--- src/rtl/core/mlmc_pkg.sv ---
package mlmc_pkg;

    localparam int MAX_N_DEF       = 16;
    localparam int VALUE_WIDTH_DEF = 16;

    localparam int SIZE_W     = 5;
    localparam int SIZE_RESET = 10;
    localparam int COUNT_W    = 7;
    localparam int SUM_W      = 23;
    localparam int HITS_W     = 3;

    // Where the current element sits in the matrix
    typedef struct packed {
        logic has_up;
        logic has_left;
        logic last_col;
        logic last_row;
    } pos_flags_t;

    // Clamp a requested size into 2..max_n
    function automatic int clamp_size(input int size, input int max_n);
        int res;
        res = size;
        if (size < 2) begin
            res = 2;
        end
        else if (size > max_n) begin
            res = max_n;
        end
        return res;
    endfunction

endpackage

--- src/rtl/core/mlmc_line_buf.sv ---
module mlmc_line_buf #(
    parameter int WIDTH = mlmc_pkg::VALUE_WIDTH_DEF + 1,
    parameter int DEPTH = mlmc_pkg::MAX_N_DEF,
    parameter int AW    = $clog2(DEPTH)
) (
    input  logic             clk,
    input  logic             we,
    input  logic [AW-1:0]    waddr,
    input  logic [WIDTH-1:0] wdata,
    input  logic             re,
    input  logic [AW-1:0]    raddr,
    output logic [WIDTH-1:0] rdata
);

    logic [WIDTH-1:0] mem [DEPTH];
    logic [WIDTH-1:0] rdata_reg;

    always_ff @(posedge clk)
    begin
        if (we) begin
            mem[waddr] <= wdata;
        end
    end

    // Forward the entry being written when both ports hit the same address
    always_ff @(posedge clk)
    begin
        if (re) begin
            if (we && (waddr == raddr)) begin
                rdata_reg <= wdata;
            end
            else begin
                rdata_reg <= mem[raddr];
            end
        end
    end

    assign rdata = rdata_reg;

endmodule

--- src/rtl/core/mlmc_judge.sv ---
module mlmc_judge #(
    parameter int VALUE_WIDTH = mlmc_pkg::VALUE_WIDTH_DEF
) (
    input  mlmc_pkg::pos_flags_t          pos,
    input  logic signed [VALUE_WIDTH-1:0] x_val,
    input  logic signed [VALUE_WIDTH-1:0] l_val,
    input  logic                          l_flag,
    input  logic signed [VALUE_WIDTH-1:0] p1_val,
    input  logic                          p1_flag,
    input  logic signed [VALUE_WIDTH-1:0] p2_val,
    input  logic                          p2_flag,
    output logic                          x_flag_new,
    output logic                          l_flag_new,
    output logic                          p2_flag_new,
    output logic [mlmc_pkg::HITS_W-1:0]   hits
);

    logic up;
    logic lf;
    logic ul;
    logic p1_flag_new;

    assign up = pos.has_up;
    assign lf = pos.has_left;
    assign ul = up && lf;

    // Clear a flag whenever a neighbor is not strictly larger. The meet of the
    // left element with the upper element at this column is deferred to here,
    // once that upper element has been fetched.
    always_comb
    begin
        x_flag_new  = !(lf && !(x_val < l_val)) && !(up && !(x_val < p2_val))
                      && !(ul && !(x_val < p1_val));
        l_flag_new  = l_flag && !(lf && !(l_val < x_val)) && !(ul && !(l_val < p2_val));
        p2_flag_new = p2_flag && !(up && !(p2_val < x_val)) && !(ul && !(p2_val < l_val));
        p1_flag_new = p1_flag && !(ul && !(p1_val < x_val));
    end

    // Count elements whose last neighbor just arrived
    always_comb
    begin
        hits = mlmc_pkg::HITS_W'(ul && p1_flag_new)
             + mlmc_pkg::HITS_W'(up && pos.last_col && p2_flag_new)
             + mlmc_pkg::HITS_W'(pos.last_row && lf && l_flag_new)
             + mlmc_pkg::HITS_W'(pos.last_row && pos.last_col && x_flag_new);
    end

endmodule

--- src/rtl/core/matrix_local_minima_counter_core.sv ---
// The result beat is registered and presented in the cycle after the final element is accepted.
// Throughput: one element per cycle; a new element is taken while a result waits,
// except the final element of the next matrix, which holds until the result is taken.
// Per element: one line-buffer read (prefetched) plus four compares into the registers.
// Reset clears positions, running count and sum, the result valid, and sets size to 10.
// The line buffer is not cleared; every entry is written before its value is used.
module matrix_local_minima_counter_core #(
    parameter int MAX_N       = mlmc_pkg::MAX_N_DEF,
    parameter int VALUE_WIDTH = mlmc_pkg::VALUE_WIDTH_DEF
) (
    input  logic                                clk,
    input  logic                                rst_n,
    input  logic                                cfg_we,
    input  logic [mlmc_pkg::SIZE_W-1:0]         cfg_wdata,     // matrix_size
    input  logic                                s_axis_tvalid,
    output logic                                s_axis_tready,
    input  logic [((VALUE_WIDTH+7)/8)*8-1:0]    s_axis_tdata,  // element_value
    output logic                                m_axis_tvalid,
    input  logic                                m_axis_tready,
    output logic [31:0]                         m_axis_tdata   // minima_count, upper_sum
);

    localparam int IDX_W   = $clog2(MAX_N);
    localparam int ENTRY_W = VALUE_WIDTH + 1;
    localparam int COUNT_W = mlmc_pkg::COUNT_W;
    localparam int SUM_W   = mlmc_pkg::SUM_W;
    localparam int OUT_PAD = 32 - COUNT_W - SUM_W;
    localparam logic [IDX_W-1:0] NM1_RESET =
        IDX_W'(mlmc_pkg::clamp_size(mlmc_pkg::SIZE_RESET, MAX_N) - 1);

    logic [IDX_W-1:0] nm1_reg;
    logic [IDX_W-1:0] row_reg;
    logic [IDX_W-1:0] col_reg;
    logic [COUNT_W-1:0] count_reg;
    logic signed [SUM_W-1:0] sum_reg;

    logic signed [VALUE_WIDTH-1:0] l_val_reg;
    logic                          l_flag_reg;
    logic signed [VALUE_WIDTH-1:0] p1_val_reg;
    logic                          p1_flag_reg;

    logic                    out_valid_reg;
    logic [COUNT_W-1:0]      out_count_reg;
    logic signed [SUM_W-1:0] out_sum_reg;

    logic [COUNT_W-1:0]      count_next;
    logic signed [SUM_W-1:0] sum_next;

    logic accept;
    logic is_last;
    logic [IDX_W-1:0] nm1_next;
    logic [IDX_W-1:0] col_next;
    logic [IDX_W-1:0] row_next;

    logic signed [VALUE_WIDTH-1:0] x_val;
    logic signed [VALUE_WIDTH-1:0] p2_val;
    logic                          p2_flag;
    logic [ENTRY_W-1:0]            rd_entry;

    mlmc_pkg::pos_flags_t pos;
    logic x_flag_new;
    logic l_flag_new;
    logic p2_flag_new;
    logic [mlmc_pkg::HITS_W-1:0] hits;

    logic               wr_en;
    logic [IDX_W-1:0]   wr_addr;
    logic [ENTRY_W-1:0] wr_entry;
    logic signed [SUM_W-1:0] x_ext;

    assign x_val = s_axis_tdata[VALUE_WIDTH-1:0];
    assign x_ext = SUM_W'(x_val);
    assign p2_val  = rd_entry[ENTRY_W-1:1];
    assign p2_flag = rd_entry[0];

    assign pos.has_up   = (row_reg != '0);
    assign pos.has_left = (col_reg != '0);
    assign pos.last_col = (col_reg == nm1_reg);
    assign pos.last_row = (row_reg == nm1_reg);

    assign is_last = pos.last_col && pos.last_row;
    // Hold the final element only while an earlier result is still stalled
    assign s_axis_tready = !(out_valid_reg && !m_axis_tready && is_last);
    assign accept = s_axis_tvalid && s_axis_tready;

    always_comb
    begin
        if (cfg_wdata < mlmc_pkg::SIZE_W'(2)) begin
            nm1_next = IDX_W'(1);
        end
        else if (int'(cfg_wdata) > MAX_N) begin
            nm1_next = IDX_W'(MAX_N - 1);
        end
        else begin
            nm1_next = IDX_W'(cfg_wdata - mlmc_pkg::SIZE_W'(1));
        end
    end

    always_comb
    begin
        col_next = pos.last_col ? '0 : col_reg + IDX_W'(1);
        row_next = row_reg;
        if (pos.last_col) begin
            row_next = pos.last_row ? '0 : row_reg + IDX_W'(1);
        end
    end

    always_comb
    begin
        count_next = count_reg + COUNT_W'(hits);
        sum_next   = sum_reg;
        if (col_reg > row_reg) begin
            sum_next = sum_reg + x_ext;
        end
    end

    // Retire the finished left element; at a row start, retire the previous row's tail
    always_comb
    begin
        wr_en    = accept && (pos.has_left || pos.has_up);
        wr_addr  = pos.has_left ? col_reg - IDX_W'(1) : nm1_reg;
        wr_entry = pos.has_left ? {l_val_reg, l_flag_new} : {l_val_reg, l_flag_reg};
    end

    mlmc_line_buf #(
        .WIDTH (ENTRY_W),
        .DEPTH (MAX_N),
        .AW    (IDX_W)
    ) u_line_buf (
        .clk   (clk),
        .we    (wr_en),
        .waddr (wr_addr),
        .wdata (wr_entry),
        .re    (accept),
        .raddr (col_next),
        .rdata (rd_entry)
    );

    mlmc_judge #(
        .VALUE_WIDTH (VALUE_WIDTH)
    ) u_judge (
        .pos         (pos),
        .x_val       (x_val),
        .l_val       (l_val_reg),
        .l_flag      (l_flag_reg),
        .p1_val      (p1_val_reg),
        .p1_flag     (p1_flag_reg),
        .p2_val      (p2_val),
        .p2_flag     (p2_flag),
        .x_flag_new  (x_flag_new),
        .l_flag_new  (l_flag_new),
        .p2_flag_new (p2_flag_new),
        .hits        (hits)
    );

    always_ff @(posedge clk or negedge rst_n)
    begin
        if (!rst_n) begin
            nm1_reg   <= NM1_RESET;
            row_reg   <= '0;
            col_reg   <= '0;
            count_reg <= '0;
            sum_reg   <= '0;
        end
        else if (cfg_we) begin
            nm1_reg   <= nm1_next;
            row_reg   <= '0;
            col_reg   <= '0;
            count_reg <= '0;
            sum_reg   <= '0;
        end
        else if (accept) begin
            row_reg <= row_next;
            col_reg <= col_next;
            if (is_last) begin
                count_reg <= '0;
                sum_reg   <= '0;
            end
            else begin
                count_reg <= count_next;
                sum_reg   <= sum_next;
            end
        end
    end

    // Slide the neighbor window
    always_ff @(posedge clk)
    begin
        if (accept) begin
            l_val_reg   <= x_val;
            l_flag_reg  <= x_flag_new;
            p1_val_reg  <= p2_val;
            p1_flag_reg <= p2_flag_new;
        end
    end

    always_ff @(posedge clk or negedge rst_n)
    begin
        if (!rst_n) begin
            out_valid_reg <= 1'b0;
        end
        else if (accept && is_last) begin
            out_valid_reg <= 1'b1;
        end
        else if (m_axis_tready) begin
            out_valid_reg <= 1'b0;
        end
    end

    always_ff @(posedge clk)
    begin
        if (accept && is_last) begin
            out_count_reg <= count_next;
            out_sum_reg   <= sum_next;
        end
    end

    assign m_axis_tvalid = out_valid_reg;
    assign m_axis_tdata  = {{OUT_PAD{1'b0}}, out_sum_reg, out_count_reg};

endmodule

--- config.mk ---
export PLATFORM = sky130hd
export DESIGN_NAME = matrix_local_minima_counter_core
export DESIGN_NICKNAME = d
export VERILOG_FILES = /design/src/rtl/core/mlmc_pkg.sv /design/src/rtl/core/mlmc_line_buf.sv /design/src/rtl/core/mlmc_judge.sv /design/src/rtl/core/matrix_local_minima_counter_core.sv
export SDC_FILE = /design/constraint.sdc
export NUM_CORES = 1
export LEC_CHECK = 0
export BUFFER_PORTS_ARGS = -buffer_cell sky130_fd_sc_hd__buf_2
export CAP_MARGIN = 30
export CORE_ASPECT_RATIO = 2
export CORE_MARGIN = 2
export CORE_UTILIZATION = 50
export CTS_CLUSTER_DIAMETER = 40
export DETAILED_ROUTE_END_ITERATION = 8
export PLACE_DENSITY = 0.77
export SYNTH_ARGS = -nofsm -noshare
export SYNTH_HDL_FRONTEND = slang
export SYNTH_SLANG_ARGS = --single-unit
--- constraint.sdc ---
create_clock -name clk -period 12.8 [get_ports clk]
set_input_delay 1.28 -clock clk [delete_from_list [all_inputs] [get_ports clk]]
set_output_delay 1.28 -clock clk [all_outputs]
set_load 0.005 [all_outputs]
; ---- Yosys cells after proc, flatten, opt, wreduce, memory -nomap -nowiden
; Memory sizes are Yosys's and may differ from the RTL's. A register that Yosys moved wholly into a read port is not among the register bits.
; Cells that the tools add are included.
[word_totals]
register_bits = 107
ram_bits = 272
inputBits = 26
out_inout_bits = 34
word_cells = 110
memories = 1
[classes]
addsub = 9
magnitude_cmp = 11
n_eq_ne = 2
mux = 22
reduce_logical = 53
[mem_list]
columns = name, depth, width, read_ports, rd_clocked_by_memory_dff, wr, line_no
row1 = u_line_buf.mem, 16, 17, 1, 1, 1, mlmc_line_buf.sv:15  ; logic [WIDTH-1:0] mem [DEPTH];
[op_table]
columns = cell, n
row1 = 16-bit < comparator, 8
row2 = 23-bit 2-to-1 mux, 4
row3 = 4-bit 2-to-1 mux, 10
row4 = 1-bit logical AND, 28
row5 = 23-bit by 16-bit adder with 23-bit output, 1
row6 = 7-bit 2-to-1 mux, 3
row7 = 1-bit zero test, 18
row8 = "4-bit by 1-bit adder with 4-bit output, second input constant", 2
row9 = 4-bit equality test, 2
row10 = 4-bit nonzero test, 2
row11 = "4-bit by 1-bit subtractor with 4-bit output, second input constant", 2
row12 = 7-bit by 3-bit adder with 7-bit output, 1
row13 = 3-bit by 1-bit adder with 3-bit output, 2
row14 = 2-bit nonzero test, 3
row15 = "5-bit greater-than comparator, second input constant", 1
row16 = "5-bit by 2-bit < comparator with 1-bit output, second input constant", 1
row17 = 1-bit 2-to-1 mux, 5
row18 = 4-bit greater-than comparator, 1
row19 = 1-bit by 1-bit adder with 2-bit output, 1
row20 = 2-bit AND reduction, 1
row21 = 1-bit logical OR, 1

; ---- Longest topological paths before layout
[depth]
word_depth = 14
mapped_depth = 21
ltp_nobuf = 21

; ---- Modules after synthesis
; From an unflattened synthesis, not the netlist that was laid out.
[unflattened]
hier_cells = 1188
area_unflattened_um2 = 18645.4
[by_module_without_submodules]
columns = mod, instances, cells_each, area_per_inst_um2, seq_area_each_um2
row1 = mlmc_line_buf, 1, 479, 11257.0, 8678.3
row2 = matrix_local_minima_counter_core, 1, 478, 5631.7, 3000.4
row3 = mlmc_judge, 1, 231, 1756.7, 0.0

; ---- Worst setup path after synthesis
; Ideal clock, no wire load.
[synth_timing]
kind = input port to flip-flop
start = in s_axis_tdata[13]
end = reg count_reg[5]
setup_time_ps = 121
arrival_time_ps = 4894
t_required_ps = 12679
slack_ps = 7785
cell_stages = 17
n_path_buf = 0
cell_sequence = inv_1 > ha_1 > a21oi_1 > o21ai_0 > and3_1 > a211oi_1 > mux2i_1 > or4b_2 > fa_1 > inv_1 > ha_1 > ha_1 > a21o_1 > a21o_1 > and3_1 > xor2_1 > a22o_1
[synth_via]
elab_chain_len = 14
elab_cells_between_ends = 42
classes_between = add/sub (4) / order compare (6) / mux (3) / reduce/logical (29)
[synth_lines]
columns = element, line_no
row1 = start: declaration, matrix_local_minima_counter_core.sv:17  ; input logic [((VALUE_WIDTH+7)/8)*8-1:0] s_axis_tdata,
row2 = 16-bit < comparator, mlmc_judge.sv:35  ; p2_flag_new = p2_flag && !(up && !(p2_val < x_val)) && !(ul && !(p2_val < l_val));
row3 = 1-bit zero test, mlmc_judge.sv:35
row4 = 1-bit logical AND, mlmc_judge.sv:35
row5 = 1-bit zero test, mlmc_judge.sv:35
row6 = 1-bit logical AND (2 in a row), mlmc_judge.sv:35
row7 = 1-bit logical AND, mlmc_judge.sv:43  ; + mlmc_pkg::HITS_W'(up && pos.last_col && p2_flag_new)
row8 = 1-bit by 1-bit adder with 2-bit output, mlmc_judge.sv:43
row9 = 3-bit by 1-bit adder with 3-bit output, mlmc_judge.sv:44  ; + mlmc_pkg::HITS_W'(pos.last_row && lf && l_flag_new)
row10 = 3-bit by 1-bit adder with 3-bit output *, mlmc_judge.sv:45  ; + mlmc_pkg::HITS_W'(pos.last_row && pos.last_col && x_flag_new);
row11 = 7-bit by 3-bit adder with 7-bit output *, matrix_local_minima_counter_core.sv:110  ; count_next = count_reg + COUNT_W'(hits);
row12 = named net count_next[5], matrix_local_minima_counter_core.sv:46  ; logic [COUNT_W-1:0] count_next;
row13 = 7-bit 2-to-1 mux *, matrix_local_minima_counter_core.sv:175  ; if (is_last) begin
row14 = 7-bit 2-to-1 mux *, matrix_local_minima_counter_core.sv:172  ; else if (accept) begin
row15 = 7-bit 2-to-1 mux *, matrix_local_minima_counter_core.sv:165  ; else if (cfg_we) begin
row16 = end signal: assignment, matrix_local_minima_counter_core.sv:180  ; count_reg <= count_next;
row17 = end: declaration, matrix_local_minima_counter_core.sv:34  ; logic [COUNT_W-1:0] count_reg;
; Mark *: on every way through the listed nets, which the timed path passes. The rest lies on a longest branch. The select of a mux whose other input is x is not followed.
; A chain may end at the register's enable or synchronous reset.

; ---- Worst setup path in the final report
[layout_timing]
start = reg l_val_reg[11]
end = reg count_reg[6]
[layout_via]
elab_chain_len = 13
elab_cells_between_ends = 31
classes_between = add/sub (4) / order compare (4) / mux (3) / reduce/logical (20)
[layout_lines]
columns = element, line_no
row1 = start: declaration, matrix_local_minima_counter_core.sv:37  ; logic signed [VALUE_WIDTH-1:0] l_val_reg;
row2 = start signal: assignment, matrix_local_minima_counter_core.sv:190  ; l_val_reg <= x_val;
row3 = "16-bit < comparator, on equally long branches", "mlmc_judge.sv:35, mlmc_judge.sv:34"
row4 = "1-bit zero test, on equally long branches", "mlmc_judge.sv:35, mlmc_judge.sv:34"
row5 = "1-bit logical AND, on equally long branches", "mlmc_judge.sv:35, mlmc_judge.sv:34"
row6 = "1-bit zero test, on equally long branches", "mlmc_judge.sv:35, mlmc_judge.sv:34"
row7 = "1-bit logical AND, on equally long branches", "mlmc_judge.sv:35, mlmc_judge.sv:34"
row8 = "1-bit logical AND, on equally long branches", "mlmc_judge.sv:43, mlmc_judge.sv:34"
row9 = 1-bit by 1-bit adder with 2-bit output or 1-bit logical AND (tied branches), "mlmc_judge.sv:43, mlmc_judge.sv:44"
row10 = 3-bit by 1-bit adder with 3-bit output, mlmc_judge.sv:44
row11 = 3-bit by 1-bit adder with 3-bit output *, mlmc_judge.sv:45
row12 = 7-bit by 3-bit adder with 7-bit output *, matrix_local_minima_counter_core.sv:110
row13 = named net count_next[6], matrix_local_minima_counter_core.sv:46
row14 = 7-bit 2-to-1 mux *, matrix_local_minima_counter_core.sv:175
row15 = 7-bit 2-to-1 mux *, matrix_local_minima_counter_core.sv:172
row16 = 7-bit 2-to-1 mux *, matrix_local_minima_counter_core.sv:165
; Marked as above.

==> flow_summary.json <==
{
  "stdcell_count": 1893,
  "crit_required_ns": 13.27,
  "finClkSkew_ns": 0.0216,
  "post_cts_buffers": 0,
  "clk_pin_slew_worst_paths_ns": 0.07,
  "synth_largest_area_cell": "edfxtp_1",
  "post_drt_wl_per_cell_um": 23.0,
  "dieArea_um2": 39200,
  "initial_core_util_pct": 50.6,
  "grt_pass1_wl_um": 67600,
  "worst_path_largest_cell_delay_ns": 0.83,
  "worst_slew_pin_slew_ns": 0.989,
  "p_int_mw": 2.14,
  "dr.pass1.iters": 7,
  "antenna_cells": 0,
  "rsz0062_at_grt": "no",
  "hold_class": "reg2reg",
  "p_comb_share_pct": 13.3,
  "period_share_pct": 42.3,
  "grt_pass1_vias": 12200,
  "place_inst": 1834,
  "syn_inst": 1352,
  "synthFlopType": "edfxtp_1",
  "die_h_um": 278,
  "largest_reg_flops": 272,
  "min_period_ns": 5.41,
  "setup-violations-final": 0,
  "syn_area_um2": 18800,
  "arrival_ns": 5.88,
  "ir_drop_uv": 122,
  "cp_top_family": "adder cells",
  "critPathLaunchType": "flop",
  "ant_nets": 0,
  "grt_overflow_total": 0,
  "synth_common_cells": "edfxtp_1, o21ai_0, ha_1",
  "cts_max_level": 1,
  "holdBufCountCts": 0,
  "yosysWarnings": 0,
  "power_frac_clock_pct": 33.9,
  "path_cells": "ha_1 -> and3_1 -> a221o_1 -> a221o_1 -> nor3_1 -> xnor2_1 -> o21ai_0 -> or4b_2 -> fa_1 -> inv_1 -> ha_1 -> inv_1 -> fa_1 -> nor2b_1 -> o21a_1 -> nand3_1 -> xnor2_1 -> a22o_1",
  "io_buffers": 57,
  "synthTopCellsByArea": "edfxtp_1, ha_1, dfrtp_1",
  "sw_frac_of_total_pct": 25.6,
  "totalNegativeSetupSlack_ns": 0,
  "synth_seq_area_share_pct": 62.2,
  "clock-sinks": 396,
  "synth-edff-count": 353,
  "cts_resized": 0,
  "cts_root_buffer": "clkbuf_16",
  "worstSkewPairLatency_ns": 0.58,
  "hpwlAfterDp_um": 30200,
  "p_per_area_nw_per_um2": 139,
  "setup.worst_path.end_class": "flop",
  "yosysMostFrequentCell": "edfxtp_1",
  "finalWirelength_um": 43500,
  "pin_count": 60,
  "hold_viol_final": 0,
  "p_leak_nw": 7.58,
  "area_delta_synth_final_pct": 10.1,
  "avgSynthCellArea_um2": 13.9,
  "num_vias": 11700,
  "yosysUniqueCellTypes": 68,
  "gr-usage-all-layers_pct": 22.2,
  "worst-path-max-fanout": 19,
  "drt-initial-drc-count": 865,
  "cp_slowest_cell": "edfxtp_1",
  "worst-path-buf-inv": 2,
  "p_sw_mw": 0.735,
  "p_seq_share_pct": 52.8,
  "die_w_um": 141,
  "finalMaxSlewViolations": 0,
  "fill_cells": 2806,
  "nets": 1538,
  "synth_seq_cells": 396,
  "rows": 100,
  "status": "complete, no violations",
  "cts_tree": "done",
  "antenna_found_initial": 0,
  "grt_max_degree": 69,
  "maxCapViolations": 0,
  "crit_type": "reg2reg",
  "fmax_ghz": 0.185,
  "yosysTopAreaCellShare_pct": 56.4,
  "numCtsBuffers": 31,
  "relSlewSlack_pct": 34.1,
  "layout-drive-gt1-share_pct": 15.4,
  "ctsLongestPathBuffers": 3,
  "drc": 0,
  "async_flop_share_pct": 10.9,
  "gp_congestion": 0.935,
  "via_per_inst": 6.19,
  "core_area_um2": 37200
}
## placed cells by master, fill, tap and decap left out, drive strengths merged, types with 4 or more instances in the layout
| master | Yosys | final |
|---|---|---|
| edfxtp | 353 | 353 |
| o21ai | 105 | 105 |
| ha | 100 | 100 |
| buf | 14 | 90 |
| nand2 | 69 | 69 |
| inv | 61 | 66 |
| a21oi | 59 | 59 |
| nor2 | 57 | 57 |
| a22o | 50 | 50 |
| dfrtp | 41 | 41 |
| mux2i | 40 | 40 |
| a31oi | 40 | 40 |
| clkbuf | 53 | 35 |
| mux4 | 34 | 34 |
| mux2 | 25 | 25 |
| xnor2 | 24 | 24 |
| nand3 | 23 | 23 |
| o211ai | 21 | 21 |
| a21o | 20 | 20 |
| nand4 | 15 | 15 |
| clkinv | 0 | 12 |
| nor3 | 11 | 11 |
| nand2b | 10 | 10 |
| xor2 | 10 | 10 |
| nor2b | 9 | 9 |
| a211oi | 8 | 8 |
| o31ai | 8 | 8 |
| and3 | 7 | 7 |
| or3 | 7 | 7 |
| and2 | 7 | 7 |
| nor4 | 6 | 6 |
| o21a | 6 | 6 |
| a31o | 6 | 6 |
| nor3b | 5 | 5 |
| a22oi | 4 | 4 |
| o31a | 4 | 4 |
| a32o | 4 | 4 |
## layer usage
layer | global-route usage [%] | vias to the layer above | wire (um)
li1 | - | 5362 | -
met1 | 23.6 | 5881 | 15100
met2 | 42.8 | 354 | 24600
met3 | 1.79 | 126 | 1580
met4 | 11.2 | 0 | 2200
met5 | 0 | - | 0
## cell families after synthesis
kind of cell,Yosys count,share of synthesized area [%]
AOI/OAI and AO/OA,353,12.2
buffers and inverters,128,2.74
muxes,99,7.86
DFF,396,62.2
other,1,0.0200
adders and majority gates,103,6.98
and+or+nand+nor,238,6.39
xor gates and xnor gates,34,1.62
## through the flow
stage / power [mW] / util (%) / hold WS [ns] / setup WS (ns) / cell area, um2
final: 2.87 / 55.7 / 0.511 / 7.39 / 20700
after global routing: 2.97 / 55.7 / 0.534 / 7.12 / 20700
after CTS: 2.88 / 55.6 / 0.514 / 7.36 / 20700
after detailed placement: 1.92 / 52.9 / 0.489 / 6.96 / 19700
after floorplan: 1.79 / - / 0.454 / 7.79 / 18800
after global placement: 1.90 / 52.8 / 0.490 / 7.11 / 19600
## final timing paths
| path | from | slack (ns) | cells past startpoint | to |
|---|---|---|---|---|
| max | l_val_reg[11] | 7.39 | 18 | count_reg[6] |
| min | count_reg[2] | 0.51 | 1 | count_reg[2] |
| max reg2reg | l_val_reg[11] | 7.39 | 18 | count_reg[6] |
| min reg2reg | count_reg[2] | 0.51 | 1 | count_reg[2] |
| max in group asynchronous | rst_n | 11.49 | 2 | col_reg[0] |
| min in group asynchronous | rst_n | 0.81 | 2 | sum_reg[17] |
## power by group through the flow
| stage | Combinational (mW) | Sequential, mW | Clock (mW) |
|---|---|---|---|
| final | 0.382 | 1.52 | 0.975 |
| after floorplan | 0.276 | 1.52 | 0 |
| after global placement | 0.361 | 1.54 | 0 |
| after global routing | 0.418 | 1.52 | 1.03 |
| after detailed placement | 0.373 | 1.54 | 0 |
| after CTS | 0.378 | 1.51 | 0.988 |
## final cells by class
class	count	area (um2)	share of cell area (%)
repair buffers	90	546	2.64
inverters	61	229	1.11
multi-input cells	829	6640	32.1
clock inverters	23	234	1.13
flip-flops and latches	396	11700	56.4
well taps	459	574	2.77
clock buffers	35	791	3.82
(Power assumes the default switching activity.)
